==> src/rtl/core/hptc_pkg.sv <==
// ----------------------------------------------------------------------------
// hptc_pkg
// Shared types and constants for the heading pid turn controller.
// ----------------------------------------------------------------------------
package hptc_pkg;

  localparam int FRAC_BITS   = 24;
  localparam int HALF_TURN   = 18000;
  localparam int FULL_TURN   = 36000;
  // offset that keeps the wrap input positive for every bit pattern
  localparam int WRAP_BIAS   = 4 * FULL_TURN;
  localparam int WRAP_STEPS  = 6;

  localparam int HEADING_W   = 16;
  localparam int TARGET_W    = 17;
  localparam int GAIN_W      = 32;
  localparam int TOL_W       = 15;
  localparam int ERR_W       = 16;
  localparam int DERIV_W     = 17;
  localparam int INTEG_W     = 48;
  localparam int DRIVE_W     = 32;
  localparam int CFG_DATA_W  = 32;
  localparam int CFG_ADDR_W  = 5;

  localparam logic [TARGET_W-1:0] TARGET_RST = '0;
  localparam logic [GAIN_W-1:0]   KP_RST     = 32'd8388608;
  localparam logic [GAIN_W-1:0]   KI_RST     = 32'd1678;
  localparam logic [GAIN_W-1:0]   KD_RST     = 32'd33554;
  localparam logic [TOL_W-1:0]    ERR_TOL_RST  = 15'd200;
  localparam logic [TOL_W-1:0]    RATE_TOL_RST = 15'd20;

  typedef enum logic [2:0] {
    REG_TARGET    = 3'd0,
    REG_KP        = 3'd1,
    REG_KI        = 3'd2,
    REG_KD        = 3'd3,
    REG_ERR_TOL   = 3'd4,
    REG_RATE_TOL  = 3'd5
  } cfg_reg_t;

  typedef struct packed {
    logic signed [TARGET_W-1:0] target_angle;
    logic [GAIN_W-1:0]          kp;
    logic [GAIN_W-1:0]          ki;
    logic [GAIN_W-1:0]          kd;
    logic [TOL_W-1:0]           err_tol;
    logic [TOL_W-1:0]           rate_tol;
  } cfg_regs_t;

  typedef struct packed {
    logic signed [ERR_W-1:0]   err;
    logic signed [DERIV_W-1:0] deriv;
    logic signed [INTEG_W-1:0] integ;
    logic                      settled;
  } trk_result_t;

endpackage

==> src/rtl/core/hptc_track.sv <==
// ----------------------------------------------------------------------------
// hptc_track
// Angle wrap, saturating integral, derivative and settle check; holds the
// loop state and registers one tracked item per cycle unless the output stalls.
// ----------------------------------------------------------------------------
module hptc_track (
  input  logic                                 clk,
  input  logic                                 rst_n,
  input  hptc_pkg::cfg_regs_t                  cfg,
  input  logic                                 in_valid,
  output logic                                 in_ready,
  input  logic [hptc_pkg::HEADING_W-1:0]       in_heading,
  output logic                                 out_valid,
  input  logic                                 out_ready,
  output hptc_pkg::trk_result_t                out_res
);

  localparam int XW = 20;
  localparam int RW = 18;

  logic                                     b_vld_r;
  hptc_pkg::trk_result_t                    b_res_r;
  logic signed [hptc_pkg::INTEG_W-1:0]      integ_r;
  logic signed [hptc_pkg::ERR_W-1:0]        prev_r;

  logic signed [XW-1:0]                     wrap_sum;
  logic [RW-1:0]                            wrap_x;
  logic [RW-1:0]                            wrap_sub;
  logic [RW-1:0]                            wrap_r;
  logic signed [hptc_pkg::ERR_W:0]          err_wide;
  logic signed [hptc_pkg::ERR_W-1:0]        err_nxt;
  logic signed [hptc_pkg::DERIV_W-1:0]      deriv_nxt;
  logic signed [hptc_pkg::INTEG_W:0]        isum;
  logic signed [hptc_pkg::INTEG_W-1:0]      integ_nxt;
  logic [hptc_pkg::ERR_W:0]                 err_abs;
  logic [hptc_pkg::DERIV_W:0]               deriv_abs;
  logic                                     settled_nxt;
  logic                                     fire;

  assign in_ready  = !b_vld_r || out_ready;
  assign fire      = in_valid && in_ready;
  assign out_valid = b_vld_r;
  assign out_res   = b_res_r;

  always_comb begin
    wrap_sum = XW'(cfg.target_angle) - $signed({4'b0, in_heading})
             + XW'(hptc_pkg::HALF_TURN + hptc_pkg::WRAP_BIAS);
    wrap_x   = wrap_sum[RW-1:0];
    // reduce modulo one turn against the handful of possible multiples
    wrap_sub = '0;
    for (int k = 1; k <= hptc_pkg::WRAP_STEPS; k++) begin
      if (wrap_x >= RW'(k * hptc_pkg::FULL_TURN)) begin
        wrap_sub = RW'(k * hptc_pkg::FULL_TURN);
      end
    end
    wrap_r   = wrap_x - wrap_sub;
    err_wide = $signed({1'b0, wrap_r[hptc_pkg::ERR_W-1:0]})
             - (hptc_pkg::ERR_W+1)'(hptc_pkg::HALF_TURN);
    err_nxt  = err_wide[hptc_pkg::ERR_W-1:0];

    deriv_nxt = $signed({err_nxt[hptc_pkg::ERR_W-1], err_nxt})
              - $signed({prev_r[hptc_pkg::ERR_W-1], prev_r});

    isum = $signed({integ_r[hptc_pkg::INTEG_W-1], integ_r})
         + (hptc_pkg::INTEG_W+1)'(err_nxt);
    if (isum[hptc_pkg::INTEG_W] != isum[hptc_pkg::INTEG_W-1]) begin
      integ_nxt = {isum[hptc_pkg::INTEG_W], {(hptc_pkg::INTEG_W-1){!isum[hptc_pkg::INTEG_W]}}};
    end else begin
      integ_nxt = isum[hptc_pkg::INTEG_W-1:0];
    end

    err_abs   = err_nxt[hptc_pkg::ERR_W-1]
              ? (hptc_pkg::ERR_W+1)'(-$signed({1'b1, err_nxt}))
              : {1'b0, err_nxt};
    deriv_abs = deriv_nxt[hptc_pkg::DERIV_W-1]
              ? (hptc_pkg::DERIV_W+1)'(-$signed({1'b1, deriv_nxt}))
              : {1'b0, deriv_nxt};
    settled_nxt = (err_abs <= (hptc_pkg::ERR_W+1)'(cfg.err_tol))
               && (deriv_abs <= (hptc_pkg::DERIV_W+1)'(cfg.rate_tol));
  end

  always_ff @(posedge clk) begin
    if (!rst_n) begin
      b_vld_r <= 1'b0;
      integ_r <= '0;
      prev_r  <= '0;
    end else begin
      if (in_ready) begin
        b_vld_r <= in_valid;
      end
      if (fire) begin
        // a settled item starts the next turn from a clean state
        integ_r <= settled_nxt ? '0 : integ_nxt;
        prev_r  <= settled_nxt ? '0 : err_nxt;
      end
    end
  end

  always_ff @(posedge clk) begin
    if (fire) begin
      b_res_r.err     <= err_nxt;
      b_res_r.deriv   <= deriv_nxt;
      b_res_r.integ   <= integ_nxt;
      b_res_r.settled <= settled_nxt;
    end
  end

endmodule

==> config.mk <==
export PLATFORM = sky130hd
export DESIGN_NAME = hptc_track
export DESIGN_NICKNAME = d
export VERILOG_FILES = /design/src/rtl/core/hptc_pkg.sv /design/src/rtl/core/hptc_track.sv
export SDC_FILE = /design/constraint.sdc
export NUM_CORES = 1
export LEC_CHECK = 0
export BUFFER_PORTS_ARGS = -buffer_cell sky130_fd_sc_hd__buf_2
export CAP_MARGIN = 20
export CORE_UTILIZATION = 38
export CTS_CLUSTER_DIAMETER = 100
export CTS_CLUSTER_SIZE = 28
export DETAILED_ROUTE_END_ITERATION = 12
export GPL_ROUTABILITY_DRIVEN = 0
export GPL_TIMING_DRIVEN = 0
export PLACE_DENSITY_LB_ADDON = 0.15
export SYNTH_ARGS = -nofsm -noshare
export SYNTH_HDL_FRONTEND = slang
export SYNTH_SLANG_ARGS = --single-unit
==> constraint.sdc <==
create_clock -name clk -period 16.3 [get_ports clk]
set_input_delay 3.26 -clock clk [delete_from_list [all_inputs] [get_ports clk]]
set_output_delay 3.26 -clock clk [all_outputs]
set_load 0.005 [all_outputs]
==> results of run 1 <==
==> logic make-up after synthesis <==
| group | after synthesis | synth area share (%) |
|---|---|---|
| compound gates | 469 | 26.04 |
| buf+inv | 186 | 5.849 |
| simple gates | 331 | 13.34 |
| flops | 147 | 30.76 |
| xor+xnor | 95 | 7.036 |
| fa+ha+maj | 160 | 16.46 |
| mux | 6 | 0.5113 |
==> critical path, delay by kind of cell <==
kind | cells | cell delay, ps
adder cells (fa/ha/maj) | 5 | 1270
buffers and inverters | 10 | 2290
AND/OR/NAND/NOR | 6 | 1550
XOR/XNOR | 1 | 260
AO/OA/AOI/OAI | 18 | 6080
==> flip-flops by register name (all words and copies together), names as in the netlist <==
| signal | count |
|---|---|
| integ_r | 48 |
| out_res | 82 |
| out_valid | 1 |
| prev_r | 16 |
==> area by class of cell <==
cell class              count  share of cell area (%)
well taps                 402                   3.558
clock inverters            12                   1.062
flip-flops and latches    147                   26.62
plain buffers              48                   1.398
inverters                 138                   3.682
repair buffers            151                   5.505
clock buffers              20                   3.310
multi-input cells        1061                   54.86
==> per-layer routing <==
| layer | part of all wire, % | global-route usage (%) | vias up |
|---|---|---|---|
| met5 | 0 | 0 | - |
| met4 | 1.8 | 6.068 | 0 |
| met3 | 3.9 | 3.089 | 34 |
| met2 | 44 | 31.42 | 216 |
| met1 | 50 | 27.59 | 5123 |
| li1 | - | - | 5531 |
==> per-stage QoR <==
step                      instances  area (sq um)  utilization (%)
after floorplan                1394         12240                -
after global routing           1979         14140            44.69
after global placement         1946         13490            42.64
after CTS                      1979         14140            44.69
final                          1979         14140            44.69
after detailed placement       1947         13520            42.73
==> placed cells by master (no fill, tap or decap), types with 6 or more instances in the layout <==
master,n
o21bai_1,13
dfxtp_1,65
a211o_1,6
o21ai_0,71
clkbuf_1,42
a211oi_1,6
clkbuf_16,18
inv_1,136
or2_2,10
buf_2,155
a21oi_1,133
o21a_1,12
o31ai_1,13
or3_1,9
a22o_1,60
ha_1,153
a31oi_1,13
nor4_1,7
a21boi_0,8
nor2_1,81
o211ai_1,10
o22ai_1,8
and2_1,7
nand4_1,22
nor2b_1,12
nand2_1,89
nand2b_1,11
xnor2_1,65
nor3_1,23
a21o_1,43
edfxtp_1,82
xor2_1,27
and3_1,11
nand3_1,27
==> worst max-delay path by stage <==
stage / slack [ps] / depth (start not counted) / to
after CTS: 1910 / 40 / integ_r[11]
after detailed placement: 1480 / 40 / integ_r[11]
after global routing: 780 / 42 / integ_r[11]
after floorplan: 3970 / 41 / prev_r[13]
after global placement: 1550 / 40 / integ_r[11]
final: 1930 / 40 / integ_r[11]
==> flow_summary_export.csv, run 1 <==
group,metric,value,unit
floorplanning,rows,65,
global_routing,track_usage,19.81,%
cts,hold_buffers,0,
floorplanning,initial_core_util,38.68,%
final_layout,nets,1883,
synth,synthesis.nets,1713,
synth,synth.distinct_cells,83,
hold_path,min_path_type,"reg2reg",
cts,clkSinkCount,147,
final_layout,nFillCells,3117,
synth,yosysTopAreaCell,"edfxtp_1",
worst_setup_path,critical_path_arrival,14750,ps
hold_path,min_from,"prev_r[12]",
synth,synthTopCellsByCount,"153 x ha_1, 137 x inv_1, 133 x a21oi_1",
timing,fin_crit_sh,88.17,%
worst_setup_path,cp_slowest_stage_delay,850,ps
timing,skew,12.13,ps
timing,hold_viol,0,
synth,ys_seq_area_share,30.76,%
final_layout,antennaDiodeCount,0,
cts,insertion_delay,440,ps
synth,synthArstFlopShare,0,%
drt,first_pass_iters,7,
drt,wirelength,32590,microns
worst_setup_path,critPathCaptureType,"register",
floorplanning,core_region_area,31640,sq um
place,dp_hpwl,25440,microns
global_routing,grt_pass1_wl,52560,microns
drt,postRouteAntennaNets,0,
floorplanning,die_w,181.4,microns
place,place_ws,1476,ps
drt,drcViolationCount,0,
worst_setup_path,cp.required,16680,ps
synth,synth-seq-cells,147,
final_layout,regArea,3764,sq um
floorplanning,die_h,181.4,microns
worst_setup_path,startpoint,"cfg[130]",
final_layout,multi_input_area,7756,sq um
timing,max_slew_margin,24.16,%
cts,h-tree-depth,4,
worst_setup_path,cpMostUsedCell,"ha_1",
hold_path,min_path_cells,2,
drt,num_vias,10904,
worst_setup_path,rr_worst_depth,24,
worst_setup_path,regToRegEndpoint,"integ_r[39]",
cts,post_cts_resize_count,0,
cts,clock_path_buffers,2,
worst_setup_path,cp_slowest_cell,"buf_2",
cts,cts_made_buffers,17,
cts,cts-root-buf,"clkbuf_16",
drt,viasPerCell,5.510,
timing,tns,0,ps
final_layout,drive_above_1_share,13.89,%
worst_setup_path,setup.worst_path.start_class,"input port",
timing,final_max_slew_viol_count,0,
timing,fmax,69.58,MHz
synth,synth_most_common_cell,"ha_1",
worst_setup_path,reg2reg_from,"prev_r[0]",
synth,yosysWarnings,0,
synth,synth-edff-count,82,
cts,post-cts-setup-buffers,0,
synth,synthDominantCellAreaShare,20.12,%
global_routing,grt-ovfl-total,0,
flow_run,maxCapViolCount,0,
timing,setup_ws,1929,ps
hold_path,hold_path_end,"prev_r[12]",
cts,cts.reportedPaths.clkPinSlew,60,ps
synth,syn_avg_cell_area,8.777,sq um
timing,tightestPinTransition,1129,ps
final_layout,syn2layout_area_growth,15.54,%
worst_setup_path,crit_fanout,44,
synth,synth_area,12240,sq um
timing,whs,461.2,ps
timing,final.min_clock_period,14370,ps
drt,wl_per_cell,16.47,microns
global_routing,grt_max_degree,53,
status,outcome,"complete, no violations",
timing,setup_viol_count_final,0,
synth,syn_inst,1394,
global_routing,antenna_found_initial,0,
synth,ys_top_cells_by_area,"edfxtp_1 20%, ha_1 16%, dfxtp_1 11%",
cts,cts_tree,"yes",
timing,rsz0062_at_grt,"no",
worst_setup_path,critPathKind,"in2reg",
drt,drt_iter0_markers,608,
worst_setup_path,r2r_slack,10380,ps
global_routing,grt_pass1_vias,10149,
floorplanning,dieArea,32920,sq um
place,port_buffers,150,
synth,synth_top_flop_cell,"edfxtp_1",
floorplanning,boundaryPins,247,
Power of run 1 is left out: the tool's default activity adds up to more than one toggle a clock period on the data nets, which glitch-free logic cannot reach.
==> run 2: changes to the inputs <==
ABC_AREA = 1   (was default)
==> run 2 against run 1 <==
Cell count up 31%. Count of clock-buffer cells in the layout down 2. Cell area up 11%. Core utilization down 0.63 points. Non-clock buffer count down 2.
==> flow_summary_export.csv, run 2 <==
group,metric,value,unit
status,outcome,"complete, no violations",
worst_setup_path,critPathBufInv,14,
cts,clkSinkCount,147,
timing,final_max_slew_viol_count,0,
cts,h-tree-depth,4,
synth,synthTopCellsByCount,"484 x nand2_1, 327 x inv_1, 174 x a21oi_1",
global_routing,globalRoute.busiestLayer,"met2",
timing,hold_viol,0,
global_routing,track_usage,20.58,%
worst_setup_path,reg2reg_from,"prev_r[0]",
worst_setup_path,cpMostUsedCell,"nand2_1",
worst_setup_path,startpoint,"in_heading[1]",
hold_path,min_from,"prev_r[3]",
hold_path,min_path_type,"reg2reg",
hold_path,min_path_cells,2,
synth,synth_most_common_cell,"nand2_1",
global_routing,globalRouteMet3Util,2.832,%
cts,post_cts_resize_count,0,
cts,cts-root-buf,"clkbuf_16",
final_layout,antennaDiodeCount,0,
worst_setup_path,critPathCaptureType,"register",
final_layout,nets,2429,
timing,max_slew_margin,33.65,%
timing,fin_crit_sh,70.91,%
worst_setup_path,setup.worst_path.start_class,"input port",
drt,postRouteAntennaNets,0,
synth,yosysTopAreaCell,"edfxtp_1",
cts,insertion_delay,450,ps
global_routing,grt_pass1_wl,60490,microns
timing,fmax,86.51,MHz
synth,ys_top_cells_by_area,"edfxtp_1 18%, ha_1 14%, nand2_1 13%",
worst_setup_path,crit_fanout,44,
drt,drt_iter0_markers,768,
cts,cts_tree,"yes",
worst_setup_path,critical_path_arrival,11760,ps
floorplanning,die_w,191.8,microns
global_routing,grt_pass1_vias,12328,
cts,clock_path_buffers,2,
timing,tightestPinTransition,988.1,ps
drt,viasPerCell,4.906,
worst_setup_path,rr_worst_depth,28,
global_routing,grt-ovfl-total,0,
drt,num_vias,12676,
floorplanning,core_region_area,35480,sq um
final_layout,final_common_cell,"nand2_1",
drt,wirelength,36470,microns
final_layout,nFillCells,3745,
cts,cts_made_buffers,17,
floorplanning,dieArea,36790,sq um
synth,synth.distinct_cells,51,
synth,syn_avg_cell_area,7.058,sq um
floorplanning,initial_core_util,38.59,%
worst_setup_path,path_delay_family,"simple AND/OR/NAND/NOR gates",
synth,yosysWarnings,0,
worst_setup_path,cp_slowest_cell,"buf_2",
synth,ys_seq_area_share,27.49,%
synth,synthDominantCellAreaShare,17.98,%
drt,wl_per_cell,14.11,microns
worst_setup_path,r2r_slack,11490,ps
drt,drcViolationCount,0,
timing,skew,14.07,ps
timing,setup_viol_count_final,0,
cts,cts.reportedPaths.clkPinSlew,70,ps
synth,synthesis.nets,2259,
place,port_buffers,150,
place,dp_hpwl,29730,microns
worst_setup_path,cp.required,16510,ps
synth,synthArstFlopShare,0,%
floorplanning,rows,69,
global_routing,grt_use_met1,28.21,%
worst_setup_path,critPathKind,"in2reg",
synth,synth_top_flop_cell,"edfxtp_1",
global_routing,antenna_found_initial,0,
synth,syn_inst,1940,
hold_path,hold_path_end,"prev_r[3]",
worst_setup_path,cp_slowest_stage_delay,770,ps
cts,post-cts-setup-buffers,0,
timing,final.min_clock_period,11560,ps
synth,synth-edff-count,82,
synth,synth_area,13690,sq um
final_layout,drive_above_1_share,16.06,%
final_layout,final_cell_mix,"484 x nand2_1, 326 x inv_1, 174 x a21oi_1",
floorplanning,die_h,191.8,microns
global_routing,grt_max_degree,59,
timing,tns,0,ps
worst_setup_path,regToRegEndpoint,"out_res[0]",
drt,first_pass_iters,5,
floorplanning,boundaryPins,247,
cts,hold_buffers,0,
final_layout,syn2layout_area_growth,14.18,%
flow_run,maxCapViolCount,0,
global_routing,grtUsageMet2,33.74,%
timing,rsz0062_at_grt,"no",
synth,synth-seq-cells,147,
final_layout,largest_reg_flops,82,
[run 2: area by class of cell]
class	instances	area, sq um	share of cell area [%]
Clock buffer	18	439.2	2.809
Clock inverter	14	145.1	0.9284
Buffer	46	306.5	1.961
Multi-Input combinational cell	1414	8371	53.54
Inverter	333	1254	8.019
Tap cell	461	576.8	3.689
Timing Repair Buffer	151	778.2	4.978
Sequential cell	147	3764	24.07
[run 2: how the worst max path moves through the flow]
| stage | end | slack [ps] | cells after the start |
|---|---|---|---|
| floorplan | out_res[0] | 6010 | 55 |
| global placement | out_res[0] | 4340 | 48 |
| CTS | out_res[0] | 4700 | 52 |
| finish | out_res[0] | 4740 | 56 |
| detailed placement | out_res[0] | 4270 | 52 |
| global route | out_res[0] | 3910 | 55 |
[run 2: metal layers]
metal / part of all wire [%] / routed length (microns) / vias up
met3: 4.0 / 1456 / 33
met5: 0 / 0 / -
met2: 44 / 16140 / 240
met1: 50 / 18310 / 5776
met4: 1.6 / 567 / 0
li1: - / - / 6627
[run 2: logic make-up (layout without fill, tap and decap cells)]
logic type               count (synthesis)  in the layout  share of synthesized area, %
AND/OR/NAND/NOR                        815            815                         25.49
flip-flops                             147            147                         27.49
buffers and inverters                  379            562                         11.38
XOR/XNOR                                90             90                         5.867
AO/OA/AOI/OAI                          353            353                         15.36
adder cells (fa/ha/maj)                156            156                         14.42
[run 2: worst register-to-register path, delay by kind of cell, from the launching register on]
family	cells	cell delay, ps
compound gates	8	1450
xor+xnor	1	140
fa+ha+maj	3	930
buf+inv	7	880
flops	1	320
simple gates	9	860
[run 2: through the flow]
stage                     cells  setup slack [ps]  util, %  area (sq um)  hold slack, ps
after global placement     2551              4338    42.33         15020           455.1
after global routing       2584              3907    44.06         15630           492.6
after CTS                  2584              4696    44.06         15630           466.8
after detailed placement   2552              4269    42.41         15050           456.5
final                      2584              4741    44.06         15630           466.6
after floorplan            1940              6006        -         13690           445.3
Power of run 2 is left out for the same reason.
